### config.mk
export PLATFORM = sky130hd
export DESIGN_NAME = api_frame_deframer_unit_flat
export DESIGN_NICKNAME = d
export VERILOG_FILES = /design/src/sv/afd_pkg.sv /design/src/sv/afd_if.sv /design/src/sv/api_frame_deframer_unit.sv /design/src/flat_wrapper.sv
export SDC_FILE = /design/constraint.sdc
export NUM_CORES = 1
export LEC_CHECK = 0
export BUFFER_PORTS_ARGS = -buffer_cell sky130_fd_sc_hd__buf_2
export CAP_MARGIN = 20
export CELL_PAD_IN_SITES_DETAIL_PLACEMENT = 1
export CELL_PAD_IN_SITES_GLOBAL_PLACEMENT = 1
export CORE_MARGIN = 5
export CORE_UTILIZATION = 40
export DETAILED_ROUTE_END_ITERATION = 10
export GPL_ROUTABILITY_DRIVEN = 0
export PLACE_DENSITY = 0.69
export SLEW_MARGIN = 20
export SYNTH_ARGS = -nofsm -noshare
export SYNTH_HDL_FRONTEND = slang
export SYNTH_SLANG_ARGS = --single-unit
### constraint.sdc
create_clock -name clk -period 2.7 [get_ports clk]
set_input_delay 0.27 -clock clk [delete_from_list [all_inputs] [get_ports clk]]
set_output_delay 0.27 -clock clk [all_outputs]
set_load 0.03 [all_outputs]
### src/sv/afd_pkg.sv
// afd_pkg: types and constants shared by the API frame deframer files.
// No dependencies; compiled first.
`timescale 1ns / 1ps

package afd_pkg;

	// byte codes of the framing
	localparam logic [7:0] START_BYTE = 8'h7E;
	localparam logic [7:0] ESC_BYTE   = 8'h7D;
	localparam logic [7:0] ESC_XOR    = 8'h20;
	localparam logic [7:0] SUM_BASE   = 8'hFF;

	localparam int BYTE_W = 8;
	localparam int LEN_W  = 16;

	// reset value of the escaped mode register
	localparam logic ESC_MODE_RST = 1'b1;

	// parser phase
	typedef enum logic [2:0] {
		PH_HUNT,
		PH_LEN_HI,
		PH_LEN_LO,
		PH_DATA,
		PH_CHECK
	} phase_t;

	// result payload
	typedef struct packed {
		logic [BYTE_W-1:0] out_byte;
		logic              is_frame_type;
		logic              frame_end;
		logic              checksum_ok;
	} result_t;

endpackage

### src/sv/afd_if.sv
// afd_if: valid/ready channel interfaces for the deframer input and result items.
// Depends on afd_pkg.
`timescale 1ns / 1ps

interface afd_rx_if;
	import afd_pkg::*;

	logic              valid;
	logic              ready;
	logic [BYTE_W-1:0] rx_byte;

	modport source (output valid, output rx_byte, input ready);
	modport sink   (input valid, input rx_byte, output ready);
	modport mon    (input valid, input rx_byte, input ready);
endinterface

interface afd_res_if;
	import afd_pkg::*;

	logic              valid;
	logic              ready;
	logic [BYTE_W-1:0] out_byte;
	logic              is_frame_type;
	logic              frame_end;
	logic              checksum_ok;

	modport source (output valid, output out_byte, output is_frame_type,
		output frame_end, output checksum_ok, input ready);
	modport sink   (input valid, input out_byte, input is_frame_type,
		input frame_end, input checksum_ok, output ready);
	modport mon    (input valid, input out_byte, input is_frame_type,
		input frame_end, input checksum_ok, input ready);
endinterface

### src/sv/api_frame_deframer_unit.sv
// api_frame_deframer_unit: byte-serial API frame receiver with optional escaping.
// Depends on afd_pkg and the channel interfaces in afd_if.sv.
//
//   channel | dir | handshake     | payload
//   rx      | in  | valid / ready | rx_byte[7:0]
//   res     | out | valid / ready | out_byte[7:0], is_frame_type, frame_end, checksum_ok
//   cfg     | in  | cfg_we        | cfg_wdata (escaped mode)
//
// One item per cycle sustained: an input register feeds the byte parser, whose
// result is registered in an output register once the parser processes the item.
// The parser stalls only when it holds a result and the output register is still full.
// Reset clears the parse state, both valid flags, and sets escaped mode.
// rx.ready stays high while the output drains or the held item makes no result.
`timescale 1ns / 1ps

module api_frame_deframer_unit (
	input  logic      clk,
	input  logic      arst_n,
	afd_rx_if.sink    rx,
	afd_res_if.source res,
	input  logic      cfg_we,
	input  logic      cfg_wdata
);
	import afd_pkg::*;

	// input register
	logic              valid_s1;
	logic [BYTE_W-1:0] byte_s1;

	// parse state
	logic              esc_mode_q;
	phase_t            phase_q, phase_d;
	logic [LEN_W-1:0]  left_q, left_d;
	logic [BYTE_W-1:0] sum_q, sum_d;
	logic              esc_pend_q, esc_pend_d;
	logic              first_q, first_d;
	logic [BYTE_W-1:0] len_hi_q, len_hi_d;

	// shared decode
	logic              start_hit;
	logic              esc_hit;
	logic              take;
	logic [BYTE_W-1:0] ubyte;

	// result side
	logic              emit;
	result_t           res_d;
	logic              res_valid_q;
	result_t           res_q;

	logic              out_free;
	logic              proc;

	// handshake
	assign out_free = !res_valid_q || res.ready;
	assign proc     = valid_s1 && (!emit || out_free);
	assign rx.ready = !valid_s1 || proc;

	// byte decode: restart, escape swallow and unescape
	always_comb begin
		start_hit = (phase_q == PH_HUNT || esc_mode_q) && byte_s1 == START_BYTE;
		esc_hit   = !esc_pend_q && esc_mode_q && byte_s1 == ESC_BYTE;
		take      = phase_q != PH_HUNT && !start_hit && !esc_hit;
		ubyte     = esc_pend_q ? (byte_s1 ^ ESC_XOR) : byte_s1;
	end

	// next parse state
	always_comb begin
		phase_d    = phase_q;
		left_d     = left_q;
		sum_d      = sum_q;
		esc_pend_d = esc_pend_q;
		first_d    = first_q;
		len_hi_d   = len_hi_q;
		if (start_hit) begin
			phase_d    = PH_LEN_HI;
			left_d     = '0;
			sum_d      = '0;
			esc_pend_d = 1'b0;
			first_d    = 1'b0;
			len_hi_d   = '0;
		end else if (esc_hit) begin
			esc_pend_d = 1'b1;
		end else if (take) begin
			esc_pend_d = 1'b0;
			unique case (phase_q)
				PH_LEN_HI: begin
					len_hi_d = ubyte;
					phase_d  = PH_LEN_LO;
				end
				PH_LEN_LO: begin
					left_d  = {len_hi_q, ubyte};
					sum_d   = '0;
					first_d = 1'b1;
					phase_d = ({len_hi_q, ubyte} != '0) ? PH_DATA : PH_CHECK;
				end
				PH_DATA: begin
					first_d = 1'b0;
					sum_d   = sum_q + ubyte;
					left_d  = left_q - LEN_W'(1);
					if (left_q == LEN_W'(1)) begin
						phase_d = PH_CHECK;
					end
				end
				PH_CHECK: begin
					phase_d  = PH_HUNT;
					left_d   = '0;
					sum_d    = '0;
					first_d  = 1'b0;
				end
				default: begin
					phase_d = PH_HUNT;
				end
			endcase
		end
	end

	// result for the held item
	always_comb begin
		emit  = take && (phase_q == PH_DATA || phase_q == PH_CHECK);
		res_d = '{
			out_byte:      ubyte,
			is_frame_type: phase_q == PH_DATA && first_q,
			frame_end:     phase_q == PH_CHECK,
			checksum_ok:   phase_q == PH_CHECK && (SUM_BASE - sum_q) == ubyte
		};
	end

	// configuration register
	always_ff @(posedge clk or negedge arst_n) begin
		if (!arst_n) begin
			esc_mode_q <= ESC_MODE_RST;
		end else if (cfg_we) begin
			esc_mode_q <= cfg_wdata;
		end
	end

	// input register
	always_ff @(posedge clk or negedge arst_n) begin
		if (!arst_n) begin
			valid_s1 <= 1'b0;
		end else if (rx.ready) begin
			valid_s1 <= rx.valid;
		end
	end

	always_ff @(posedge clk) begin
		if (rx.ready && rx.valid) begin
			byte_s1 <= rx.rx_byte;
		end
	end

	// parse state registers
	always_ff @(posedge clk or negedge arst_n) begin
		if (!arst_n) begin
			phase_q    <= PH_HUNT;
			left_q     <= '0;
			sum_q      <= '0;
			esc_pend_q <= 1'b0;
			first_q    <= 1'b0;
			len_hi_q   <= '0;
		end else if (proc) begin
			phase_q    <= phase_d;
			left_q     <= left_d;
			sum_q      <= sum_d;
			esc_pend_q <= esc_pend_d;
			first_q    <= first_d;
			len_hi_q   <= len_hi_d;
		end
	end

	// output register
	always_ff @(posedge clk or negedge arst_n) begin
		if (!arst_n) begin
			res_valid_q <= 1'b0;
		end else if (proc && emit) begin
			res_valid_q <= 1'b1;
		end else if (res.ready) begin
			res_valid_q <= 1'b0;
		end
	end

	always_ff @(posedge clk) begin
		if (proc && emit) begin
			res_q <= res_d;
		end
	end

	assign res.valid         = res_valid_q;
	assign res.out_byte      = res_q.out_byte;
	assign res.is_frame_type = res_q.is_frame_type;
	assign res.frame_end     = res_q.frame_end;
	assign res.checksum_ok   = res_q.checksum_ok;

endmodule

### src/flat_wrapper.sv
// flat-port wrapper written by rule: the top's interface ports become plain ports
module api_frame_deframer_unit_flat import afd_pkg::*;
  (clk, arst_n, cfg_we, cfg_wdata, rx_valid, rx_rx_byte, rx_ready, res_valid, res_out_byte, res_is_frame_type, res_frame_end, res_checksum_ok, res_ready);
  afd_rx_if rx_i ();
  afd_res_if res_i ();
  input  logic clk;
  input  logic arst_n;
  input  logic cfg_we;
  input  logic cfg_wdata;
  input wire logic [$bits(rx_i.valid)-1:0] rx_valid;
  input wire logic [$bits(rx_i.rx_byte)-1:0] rx_rx_byte;
  output wire logic [$bits(rx_i.ready)-1:0] rx_ready;
  output wire logic [$bits(res_i.valid)-1:0] res_valid;
  output wire logic [$bits(res_i.out_byte)-1:0] res_out_byte;
  output wire logic [$bits(res_i.is_frame_type)-1:0] res_is_frame_type;
  output wire logic [$bits(res_i.frame_end)-1:0] res_frame_end;
  output wire logic [$bits(res_i.checksum_ok)-1:0] res_checksum_ok;
  input wire logic [$bits(res_i.ready)-1:0] res_ready;
  assign rx_i.valid = rx_valid;
  assign rx_i.rx_byte = rx_rx_byte;
  assign rx_ready = rx_i.ready;
  assign res_valid = res_i.valid;
  assign res_out_byte = res_i.out_byte;
  assign res_is_frame_type = res_i.is_frame_type;
  assign res_frame_end = res_i.frame_end;
  assign res_checksum_ok = res_i.checksum_ok;
  assign res_i.ready = res_ready;
  api_frame_deframer_unit u_core (.clk(clk), .arst_n(arst_n), .rx(rx_i), .res(res_i), .cfg_we(cfg_we), .cfg_wdata(cfg_wdata));
endmodule
==> Yosys cells after proc, flatten, opt, wreduce, memory -nomap -nowiden <==
Index checks and enable logic that the tools add are counted.
{ "op_classes": {"addsub": 3, "eq_ne": 10, "muxes": 28, "bitwise_logic": 1, "reduce_logical": 40} }
{ "op_table": {"columns": ["operator", "n"], "rows": [
  ["$mux W8", 7],
  ["$mux W16", 3],
  ["$pmux W16 S3", 1],
  ["$reduce_and A4 Y1", 5],
  ["$eq A16 B1 Y1 const B", 1],
  ["$eq A8 B7 Y1 const B", 2],
  ["$pmux W8 S2", 1],
  ["$reduce_bool A16 Y1", 1],
  ["$sub A16 B1 Y16 const B", 1],
  ["$mux W3", 5],
  ["$reduce_bool A3 Y1", 4],
  ["$logic_and A1 B1 Y1", 11],
  ["$pmux W3 S3", 1],
  ["$add A8 B8 Y8", 1],
  ["$eq A8 B8 Y1", 1],
  ["$mux W1", 8],
  ["$sub A8 B8 Y8 const A", 1],
  ["$eq A3 B2 Y1 const B", 2],
  ["$logic_not A1 Y1", 6],
  ["$mux W6", 1],
  ["$reduce_bool A2 Y1", 3],
  ["$logic_or A1 B1 Y1", 5],
  ["$reduce_bool A4 Y1", 1],
  ["$reduce_or A2 Y1", 2],
  ["other kinds (8)", 8]
]} }
{ "totals": {"register_bits": 59, "input_bits": 14, "out_inout_bits": 13, "elab_cells": 96} }

==> Depth between registers and ports, before layout <==
{ "logic_depth": {"ltp_word": 12, "mapped_depth": 9} }

==> Worst setup path before layout <==
OpenSTA, ideal clock, no wires.
{ "synth_timing": {"path_kind": "register to register", "start": "register u_core.byte_s1[1]", "end": "register u_core.res_q, in the netlist u_core.res.checksum_ok (enable)", "setup_ns": 0.393, "t_arrival_ns": 2.205, "t_required_ns": 2.307, "path_slack_ns": 0.102, "path_stages_with_launch": 5, "path_cell_list": "edfxtp_1 > or3b_4 > a211oi_4 > o31ai_4 > nor3_1"} }
{ "synth_between": {"elab_chain_cells": 10} }
{ "synth_lines": {"columns": ["element", "line_no", "rtl"], "rows": [
  ["start: declaration", "api_frame_deframer_unit.sv:28", "logic [BYTE_W-1:0] byte_s1;"],
  ["start signal: assignment", "api_frame_deframer_unit.sv:149", "byte_s1 <= rx.rx_byte;"],
  ["$eq A8 B7 Y1", "api_frame_deframer_unit.sv:61", "start_hit = (phase_q == PH_HUNT || esc_mode_q) && byte_s1 == START_BYTE;"],
  ["$logic_and A1 B1 Y1", "api_frame_deframer_unit.sv:61", null],
  ["$logic_not A1 Y1", "api_frame_deframer_unit.sv:63", "take = phase_q != PH_HUNT && !start_hit && !esc_hit;"],
  ["$logic_and A1 B1 Y1", "api_frame_deframer_unit.sv:63", null],
  ["$logic_and A1 B1 Y1 *", "api_frame_deframer_unit.sv:63", null],
  ["$logic_and A1 B1 Y1 *", "api_frame_deframer_unit.sv:120", "emit = take && (phase_q == PH_DATA || phase_q == PH_CHECK);"],
  ["$logic_not A1 Y1", "api_frame_deframer_unit.sv:56", "assign proc = valid_s1 && (!emit || out_free);"],
  ["$logic_or A1 B1 Y1", "api_frame_deframer_unit.sv:56", null],
  ["$logic_and A1 B1 Y1", "api_frame_deframer_unit.sv:56", null],
  ["$logic_and A1 B1 Y1 *", "api_frame_deframer_unit.sv:184", "if (proc && emit) begin"],
  ["end signal: assignment", "api_frame_deframer_unit.sv:185", "res_q <= res_d;"],
  ["end: declaration", "api_frame_deframer_unit.sv:49", "result_t res_q;"]
]} }
Mark *: on every way between the ends. The rest lies on a longest branch, timed or not.
A chain may end at the register's enable or synchronous reset.

==> Worst setup path in the final report <==
{ "layout_timing": {"start": "register u_core.byte_s1[0]", "end": "register u_core.phase_q[2]"} }
{ "layout_between": {"elab_chain_cells": 10} }
{ "layout_lines": {"columns": ["element", "line_no", "rtl"], "rows": [
  ["parallel branches: the longest is 10 deep, another holds $reduce_bool A16 Y1", null, null],
  ["end signal: assignment", "api_frame_deframer_unit.sv:163", "phase_q <= phase_d;"],
  ["end: declaration", "api_frame_deframer_unit.sv:32", "phase_t phase_q, phase_d;"]
]} }
Parallel ways; which one is timed is not known. The select of a mux whose other input is x is not followed.

==> reports/qor.json <==
{
  "syn_inst": {"value": 325},
  "cts-buffers-inserted": {"value": 9},
  "layout-drive-gt1-share": {"value": 0.226},
  "port_buffer_count": {"value": 26},
  "synth_flop_cell": {"value": "sky130_fd_sc_hd__dfrtp_1"},
  "power.internal": {"value": 2.41, "unit": "mW"},
  "route.detailed.vias_per_inst": {"value": 5.88},
  "yosysWarnings": {"value": 0},
  "synth_enable_flop_cells": {"value": 19},
  "critPathRequiredTime": {"value": 2940, "unit": "ps"},
  "leakagePower": {"value": 1.62, "unit": "nW"},
  "area_growth": {"value": 14.3, "unit": "%"},
  "postRouteWirelength": {"value": 9740, "unit": "microns"},
  "synth_area_per_cell": {"value": 10.6, "unit": "sq um"},
  "h-tree-depth": {"value": 3},
  "globalRoute.totalOverflow": {"value": 0},
  "sw_frac_of_total": {"value": 0.429},
  "timing.final.crit_share": {"value": 0.932},
  "floorplan.rows": {"value": 33},
  "grt_pass1_wl": {"value": 15700, "unit": "microns"},
  "grt_antenna_before_repair": {"value": 0},
  "min-delay-path-class": {"value": "input pin to register"},
  "ys_types": {"value": 66},
  "floorplan.die.width": {"value": 103, "unit": "microns"},
  "place_ws": {"value": 266, "unit": "ps"},
  "final-hold-violation-count": {"value": 0},
  "clock_tree.buffer_depth": {"value": 2},
  "detail_route.iter0.violations": {"value": 127},
  "sequentialPowerShare": {"value": 0.378},
  "cts.sinks": {"value": 59},
  "cts-resized-gates": {"value": 0},
  "final_max_slew_viol_count": {"value": 0},
  "synth_most_common_cell": {"value": "sky130_fd_sc_hd__dfrtp_1"},
  "switching_power": {"value": 1.81, "unit": "mW"},
  "cts.reportedPaths.clkPinSlew": {"value": 80, "unit": "ps"},
  "drt-wirelength-per-cell": {"value": 20.6, "unit": "microns"},
  "ant_nets": {"value": 0},
  "clock_tree.root_cell": {"value": "sky130_fd_sc_hd__clkbuf_8"},
  "unrepaired_setup_endpoints_after_global_routing": {"value": "false"},
  "ys_ff_latch": {"value": 59},
  "cts_tree": {"value": "done"},
  "synth.yosys.seq_area_share": {"value": 0.456},
  "largest_net_degree_at_the_start_of_global_routing": {"value": 41},
  "final_layout_setup_total_negative_slack": {"value": 0, "unit": "ps"},
  "post-route-worst-setup-slack": {"value": 184, "unit": "ps"},
  "hpwlAfterDp": {"value": 7170, "unit": "microns"},
  "insertion_delay": {"value": 350, "unit": "ps"},
  "postSynth.asyncResetShare": {"value": 0.678},
  "die_h": {"value": 103, "unit": "microns"},
  "post-layout-total-power": {"value": 4.23, "unit": "mW"},
  "die_area": {"value": 10600, "unit": "sq um"},
  "drt-pass1-iter-count": {"value": 4},
  "clock_power_share": {"value": 0.180},
  "min_period": {"value": 2520, "unit": "ps"},
  "synth_area_leaders": {"value": "sky130_fd_sc_hd__dfrtp_1 (28%), sky130_fd_sc_hd__edfxtp_1 (17%), sky130_fd_sc_hd__ha_1 (3.6%)"},
  "design.core.area": {"value": 8300, "unit": "sq um"},
  "io_pins": {"value": 27},
  "powerDensity": {"value": 1070, "unit": "nW/um^2"},
  "synth.top_cell.area_share": {"value": 0.283},
  "drcViolationCount": {"value": 0},
  "netlist_area": {"value": 3450, "unit": "sq um"},
  "setup.worst_path.start_class": {"value": "register"},
  "fmax": {"value": 0.397, "unit": "GHz"},
  "grtUsageTotal": {"value": 0.197},
  "post_synth_most_frequent_cells": {"value": "sky130_fd_sc_hd__dfrtp_1 (39), sky130_fd_sc_hd__edfxtp_1 (19), sky130_fd_sc_hd__inv_1 (18), sky130_fd_sc_hd__nor2_1 (18), sky130_fd_sc_hd__nand2_1 (15)"},
  "endpoints_failing_setup": {"value": 0},
  "tightest_slew": {"value": 710, "unit": "ps"},
  "net_total_in_the_final_layout": {"value": 387},
  "worst-path-max-fanout": {"value": 8},
  "first_global_vias": {"value": 2913},
  "post-synth-top-area-cell": {"value": "sky130_fd_sc_hd__dfrtp_1"},
  "power.ir.vdd_worst": {"value": 0.417, "unit": "mV"},
  "synth_nets": {"value": 350},
  "cap_violations": {"value": 0},
  "routed-via-count": {"value": 2776},
  "worstSetupPathType": {"value": "register to register"},
  "timing.max_slew.rel_slack": {"value": 0.522},
  "critPathArrivalTime": {"value": 2760, "unit": "ps"},
  "setup.worst_path.end_class": {"value": "register"},
  "initial_core_utilization": {"value": 0.415},
  "clock-skew-final": {"value": 18.2, "unit": "ps"},
  "antenna-diode-count": {"value": 0},
  "run_status": {"value": "completed"},
  "combinationalPowerShare": {"value": 0.442}
}
-- sequential cells by signal (all words and copies together) (netlist names) --
| name | count |
|---|---|
| u_core.byte_s1 | 8 |
| u_core.esc_mode_q | 1 |
| u_core.esc_pend_q | 1 |
| u_core.first_q | 1 |
| u_core.left_q | 16 |
| u_core.len_hi_q | 8 |
| u_core.phase_q | 3 |
| u_core.res.checksum_ok | 1 |
| u_core.res.frame_end | 1 |
| u_core.res.is_frame_type | 1 |
| u_core.res.out_byte | 8 |
| u_core.res.valid | 1 |
| u_core.sum_q | 8 |
| u_core.valid_s1 | 1 |
-- routing by layer --
metal  track usage  wire length (microns)  vias up
li1              -                      -     1308
met1         0.257                   4370     1390
met2         0.312                   4630       58
met3        0.0487                    451       20
met4        0.0867                    284        0
met5             0                      0        -
-- cell usage in the layout, fill, tap and decap left out, types with 9 or more instances in the layout --
cell type	instances
sky130_fd_sc_hd__nor3_1	9
sky130_fd_sc_hd__dfrtp_1	39
sky130_fd_sc_hd__ha_1	10
sky130_fd_sc_hd__nor4_1	9
sky130_fd_sc_hd__a21oi_1	13
sky130_fd_sc_hd__nor2_1	18
sky130_fd_sc_hd__nand3_1	13
sky130_fd_sc_hd__mux2_2	9
sky130_fd_sc_hd__buf_2	26
sky130_fd_sc_hd__nand2_1	15
sky130_fd_sc_hd__o2bb2ai_1	11
sky130_fd_sc_hd__clkbuf_8	10
sky130_fd_sc_hd__edfxtp_1	19
sky130_fd_sc_hd__o21ai_0	13
sky130_fd_sc_hd__buf_4	16
sky130_fd_sc_hd__inv_1	18
-- worst max-delay path, cell delays in order, from the launching register on --
cell and delay, ps:
sky130_fd_sc_hd__edfxtp_1 470, sky130_fd_sc_hd__nor3b_1 380, sky130_fd_sc_hd__buf_4 190, sky130_fd_sc_hd__nand4_1 300, sky130_fd_sc_hd__and3_1 360, sky130_fd_sc_hd__or3_4 400, sky130_fd_sc_hd__mux2_4 300
-- timing repair --
item,4_1_cts,5_1_grt
hold endpoints to repair,0,12
buffers inserted,0,0
hold buffers,0,1
-- power by group through the flow --
stage | Clock [mW] | Sequential (mW) | Combinational, mW
floorplan | 0 | 1.53 | 1.41
global placement | 0 | 1.59 | 1.81
detailed placement | 0 | 1.61 | 1.86
CTS | 0.779 | 1.59 | 1.87
global route | 0.824 | 1.64 | 2.07
finish | 0.761 | 1.60 | 1.87
-- stage by stage --
step / cells / area (sq um) / util / hold slack [ps]
finish: 472 / 3940 / 0.474 / 95.0
global route: 472 / 3940 / 0.474 / 67.2
CTS: 470 / 3910 / 0.471 / 78.7
detailed placement: 454 / 3720 / 0.449 / 449
global placement: 454 / 3720 / 0.449 / 447
floorplan: 325 / 3450 / - / -25.6
-- cell type report --
| cell class | count | area [sq um] |
|---|---|---|
| Clock inverter | 6 | 47.5 |
| Tap cell | 105 | 131 |
| Clock buffer | 10 | 138 |
| Sequential cell | 59 | 1570 |
| Timing Repair Buffer | 44 | 280 |
| Fill cell | 928 | 4360 |
| Inverter | 18 | 67.6 |
| Multi-Input combinational cell | 230 | 1700 |
-- cell families (layout without fill, tap and decap cells) --
family	count (synthesis)	in the layout	synth area share
and+or+nand+nor	107	107	0.179
AOI/OAI and AO/OA	84	84	0.186
DFF	59	59	0.456
buffers and inverters	36	78	0.0501
muxes	18	18	0.0614
adders and majority gates	11	11	0.0421
xor gates and xnor gates	10	10	0.0254
-- final timing paths --
| check | startpoint | to | slack [ps] | depth (start not counted) |
|---|---|---|---|---|
| max in group asynchronous | arst_n | u_core.left_q[0] | 1820 | 3 |
| min reg2reg | u_core.left_q[5] | u_core.left_q[5] | 530 | 1 |
| min in group asynchronous | arst_n | u_core.len_hi_q[3] | 370 | 2 |
| min | rx_rx_byte[4] | u_core.byte_s1[4] | 100 | 1 |
| max reg2reg | u_core.byte_s1[0] | u_core.phase_q[2] | 180 | 6 |
| max | u_core.byte_s1[0] | u_core.phase_q[2] | 180 | 6 |
No activity file was read; power rests on OpenSTA's default activity.
